### src/sv/cmwc_pkg.sv
// Package for the CMWC lag-4096 random generator.
// Constants, datapath command and status types; no dependencies.
`default_nettype none

package cmwc_pkg;

    localparam int unsigned TABLE_DEPTH = 4096;
    localparam int unsigned IDX_W       = $clog2(TABLE_DEPTH);
    localparam int unsigned WORD_W      = 32;
    localparam int unsigned CARRY_W     = 19;
    localparam int unsigned CNT_W       = 64;
    localparam int unsigned MULT_W      = 15;
    localparam int unsigned PROD_W      = 48;
    localparam int unsigned HIGH_W      = PROD_W - WORD_W;

    localparam logic [MULT_W-1:0]  CMWC_MULT  = MULT_W'(18782);
    localparam logic [WORD_W-1:0]  CMWC_BASE  = 32'hffff_fffe;
    localparam logic [WORD_W-1:0]  GOLDEN     = 32'h9e37_79b9;
    localparam logic [CARRY_W-1:0] CARRY_INIT = CARRY_W'(362436);
    localparam logic [IDX_W-1:0]   IDX_LAST   = IDX_W'(TABLE_DEPTH - 1);

    typedef struct packed {
        logic clear_wr;
        logic load_seed;
        logic fill_wr;
        logic step;
        logic mult;
        logic wb;
        logic emit;
    } t_dp_cmd;

    typedef struct packed {
        logic cnt_last;
        logic out_free;
    } t_dp_sts;

endpackage

`default_nettype wire

### src/sv/cmwc_ctrl.sv
// Controller of the CMWC generator: table clear, reseed fill, discard draws, draws.
// Depends on cmwc_pkg; drives cmwc_datapath through t_dp_cmd.
`default_nettype none

module cmwc_ctrl (
    input  wire logic                i_clk,
    input  wire logic                i_rst_n,
    input  wire logic                i_valid,
    input  wire logic                i_action,
    output logic                     o_ready,
    input  wire cmwc_pkg::t_dp_sts   i_sts,
    output cmwc_pkg::t_dp_cmd        o_cmd
);
    import cmwc_pkg::*;

    localparam logic [2:0] ST_CLEAR = 3'd0;
    localparam logic [2:0] ST_IDLE  = 3'd1;
    localparam logic [2:0] ST_FILL  = 3'd2;
    localparam logic [2:0] ST_RD    = 3'd3;
    localparam logic [2:0] ST_MUL   = 3'd4;
    localparam logic [2:0] ST_WB    = 3'd5;

    logic [2:0] r_state;
    logic [2:0] n_state;
    logic       r_discard;
    logic       n_discard;

    always_comb begin
        n_state   = r_state;
        n_discard = r_discard;
        o_cmd     = '0;
        o_ready   = 1'b0;
        unique case (r_state)
            ST_CLEAR: begin
                o_cmd.clear_wr = 1'b1;
                if (i_sts.cnt_last) begin
                    n_state = ST_IDLE;
                end
            end
            ST_IDLE: begin
                o_ready = 1'b1;
                if (i_valid) begin
                    if (i_action) begin
                        o_cmd.load_seed = 1'b1;
                        n_state         = ST_FILL;
                    end else begin
                        o_cmd.step = 1'b1;
                        n_discard  = 1'b0;
                        n_state    = ST_MUL;
                    end
                end
            end
            ST_FILL: begin
                o_cmd.fill_wr = 1'b1;
                if (i_sts.cnt_last) begin
                    n_discard = 1'b1;
                    n_state   = ST_RD;
                end
            end
            ST_RD: begin
                o_cmd.step = 1'b1;
                n_state    = ST_MUL;
            end
            ST_MUL: begin
                o_cmd.mult = 1'b1;
                n_state    = ST_WB;
            end
            ST_WB: begin
                if (r_discard) begin
                    o_cmd.wb = 1'b1;
                    n_state  = i_sts.cnt_last ? ST_IDLE : ST_RD;
                end else if (i_sts.out_free) begin
                    o_cmd.wb   = 1'b1;
                    o_cmd.emit = 1'b1;
                    n_state    = ST_IDLE;
                end
            end
            default: begin
                n_state = ST_CLEAR;
            end
        endcase
    end

    always_ff @(posedge i_clk) begin
        if (!i_rst_n) begin
            r_state   <= ST_CLEAR;
            r_discard <= 1'b0;
        end else begin
            r_state   <= n_state;
            r_discard <= n_discard;
        end
    end

endmodule

`default_nettype wire

### config.mk
export PLATFORM = sky130hd
export DESIGN_NAME = cmwc_ctrl
export DESIGN_NICKNAME = d
export VERILOG_FILES = /design/src/sv/cmwc_pkg.sv /design/src/sv/cmwc_ctrl.sv
export SDC_FILE = /design/constraint.sdc
export NUM_CORES = 1
export LEC_CHECK = 0
export BUFFER_PORTS_ARGS = -buffer_cell sky130_fd_sc_hd__buf_2
export CAP_MARGIN = 40
export CORE_AREA = 10 10 47 49
export CTS_BUF_LIST = sky130_fd_sc_hd__clkbuf_2 sky130_fd_sc_hd__clkbuf_4 sky130_fd_sc_hd__clkbuf_8
export CTS_CLUSTER_SIZE = 40
export DETAILED_ROUTE_END_ITERATION = 8
export DIE_AREA = 0 0 57 59
export GPL_TIMING_DRIVEN = 0
export MAX_ROUTING_LAYER = met4
export PLACE_DENSITY = 0.44
export SETUP_SLACK_MARGIN = 0.05
export SKIP_CTS_REPAIR_TIMING = 1
export SYNTH_ARGS = -nofsm -noshare
export SYNTH_HDL_FRONTEND = slang
export SYNTH_SLANG_ARGS = --single-unit
### constraint.sdc
create_clock -name i_clk -period 1.5 [get_ports i_clk]
set_input_delay 0.075 -clock i_clk [delete_from_list [all_inputs] [get_ports i_clk]]
set_output_delay 0.075 -clock i_clk [all_outputs]
set_load 0.005 [all_outputs]
==> results.py <==
metrics = {
    "outcome": {
        "status": "complete, no violations",
    },
    "critical_path": {
        "end_kind": "primary output",
        "critPathLaunchType": "flip-flop",
        "slowest_delay_ns": 0.29,
        "crit_type": "reg -> out",
        "crit_fanout": 10,
        "slowest_stage": "dfxtp_1",
        "path_delay_family": "simple AND/OR/NAND/NOR gates",
        "r2r_slack_ns": 0.32,
        "worstPathCellList": "buf_4, nor3b_4, and3b_2, a21o_1, buf_2",
        "worst_ep_arrival_time_ns": 1.27,
        "cp.buffers_inverters": 2,
        "worstPathRequired_ns": 1.42,
    },
    "routing": {
        "viasPerCell": 4.57,
        "first_iter_violations": 9,
        "first_pass_iters": 2,
        "route.detailed.drc": 0,
        "wl_um": 847,
        "route.vias.total": 338,
        "wl_per_cell_um": 11.4,
        "ant_nets": 0,
    },
    "power_and_ir_drop": {
        "comb_power_share_pct": 37.1,
        "p_sw_mw": 0.115,
        "p_leak_nw": 0.235,
        "p_sw_share_pct": 29.0,
        "power.share.clock_pct": 32.6,
        "ir_drop_v": 0.000680,
        "powerDensity_nw_per_um2": 860,
        "power_frac_seq_pct": 30.4,
        "intPower_mw": 0.282,
    },
    "placement": {
        "post-place-ws_ns": 0.309,
        "gp_congestion": 0.802,
        "numPortBuffers": 13,
        "placed_area_um2": 418,
        "dpl.hpwl_um": 663,
    },
    "cells_and_area": {
        "diodes": 0,
        "layout_common_cells": "buf_2, dfxtp_1",
        "mostFrequentLayoutCell": "buf_2",
        "drive_above_1_share_pct": 43.1,
        "area_growth_pct": 38.7,
        "n_fill_cell": 160,
        "postLayoutCellArea_um2": 462,
        "final_nets": 66,
    },
    "clock_tree": {
        "clock_path_buffers": 2,
        "cts.sinks": 4,
        "cts_htree_levels": 1,
        "cts.clk_slew.worst_paths_ns": 0.04,
        "clock_latency_ns": 0.23,
        "numCtsBuffers": 3,
        "cts_tree": "done",
        "cts-root-buf": "clkbuf_4",
    },
    "yosys": {
        "synth_edf_count": 0,
        "syn_inst": 41,
        "avgSynthCellArea_um2": 8.12,
        "syn_nets": 47,
        "synthArstFlopShare_pct": 0,
        "synth_area_um2": 333,
        "yosysWarnings": 0,
        "ys_types": 24,
        "synth_ff_type": "dfxtp_1",
        "ys_seq_area_share_pct": 24.1,
        "synth-seq-cells": 4,
    },
    "sta": {
        "hold_ws_ns": 0.118,
        "hold_viol": 0,
        "rsz0062_at_grt": "false",
        "fmax_mhz": 741,
        "skew_ns": 0.00557,
        "min_period_over_period_pct": 90.0,
        "drv_slew": 0,
        "finalSetupViolCount": 0,
        "relSlewSlack_pct": 84.2,
        "setup_ws_ns": 0.150,
        "finalSetupTns_ns": 0,
        "worstMarginPinSlew_ns": 0.236,
        "timing.final.crit_period_ns": 1.35,
    },
    "grt": {
        "grt_pass1_vias": 304,
        "grt_antenna_before_repair": 0,
        "globalRouteOverflowTotal": 0,
        "grt_max_degree": 11,
        "grt_first_pass_wirelength_um": 1390,
        "grt_usage_pct": 5.23,
    },
    "min_path": {
        "worstHoldPathType": "in -> reg",
    },
    "floorplanning": {
        "core_area_um2": 1400,
        "rows": 14,
        "die_h_um": 59,
        "start_util_pct": 23.7,
        "pin_count": 14,
        "die_area_um2": 3360,
        "die_x_um": 57,
    },
    "run": {
        "maxCapViolations": 0,
    },
}
-- power groups by stage --
| stage | Clock (mW) | Combinational, mW | Sequential, mW |
|---|---|---|---|
| finish | 0.129 | 0.147 | 0.121 |
| global route | 0.147 | 0.164 | 0.121 |
| CTS | 0.135 | 0.137 | 0.120 |
| detailed placement | 0 | 0.137 | 0.121 |
| global placement | 0 | 0.139 | 0.121 |
| floorplan | 0 | 0.0952 | 0.121 |
-- layer usage --
layer | GRT usage, % | vias up | wire length (um)
li1 | - | 180 | -
met1 | 5.30 | 150 | 363
met2 | 8.37 | 8 | 428
met3 | 3.43 | 0 | 55
met4 | 1.01 | 0 | 0
met5 | - | - | 0
-- worst paths after layout --
path,start,to,cells after the start
hold reg to reg,r_discard,r_discard,2
setup / recovery,r_state[2],o_cmd[3],5
hold / removal,i_rst_n,r_state[1],2
setup reg to reg,r_state[1],r_state[2],4
-- final cells by class --
cell class / count / area, um2 / area share, %
buffer: 4 / 37.5 / 8.13
clock buffer: 3 / 22.5 / 4.88
inverter: 2 / 7.51 / 1.63
multi-input combinational: 31 / 221 / 48.0
sequential: 4 / 80.1 / 17.3
tap: 16 / 20.0 / 4.34
timing repair buffer: 14 / 72.6 / 15.7
-- state kept, by name (all words and copies together) (netlist names) --
name       cells
r_state        3
r_discard      1
-- metrics by stage --
stage / total power, mW / utilization [%] / std cells
after floorplan: 0.216 / - / 41
after global placement: 0.261 / 29.8 / 70
after detailed placement: 0.258 / 29.8 / 70
after CTS: 0.392 / 31.4 / 73
after global routing: 0.432 / 32.9 / 74
final: 0.397 / 32.9 / 74
-- cells in the mapped netlist, types with 2 or more instances --
| master | n | area, um2 |
|---|---|---|
| a21o_1 | 2 | 15.0 |
| a21oi_1 | 3 | 15.0 |
| buf_4 | 2 | 15.0 |
| dfxtp_1 | 4 | 80.1 |
| inv_1 | 2 | 7.51 |
| nand2_1 | 3 | 11.3 |
| nand2b_1 | 3 | 18.8 |
| nand3b_1 | 2 | 15.0 |
| nor2_1 | 3 | 11.3 |
| nor3b_1 | 2 | 15.0 |
| o22ai_1 | 2 | 12.5 |
-- logic make-up (layout without fill, tap and decap cells) --
family / Yosys count / count (layout) / synth area share (%)
compound gates: 11 / 11 / 25.2
buf+inv: 6 / 23 / 11.7
flops: 4 / 4 / 24.1
simple gates: 20 / 20 / 39.1
Note: power is estimated with default switching activity, not from simulation.
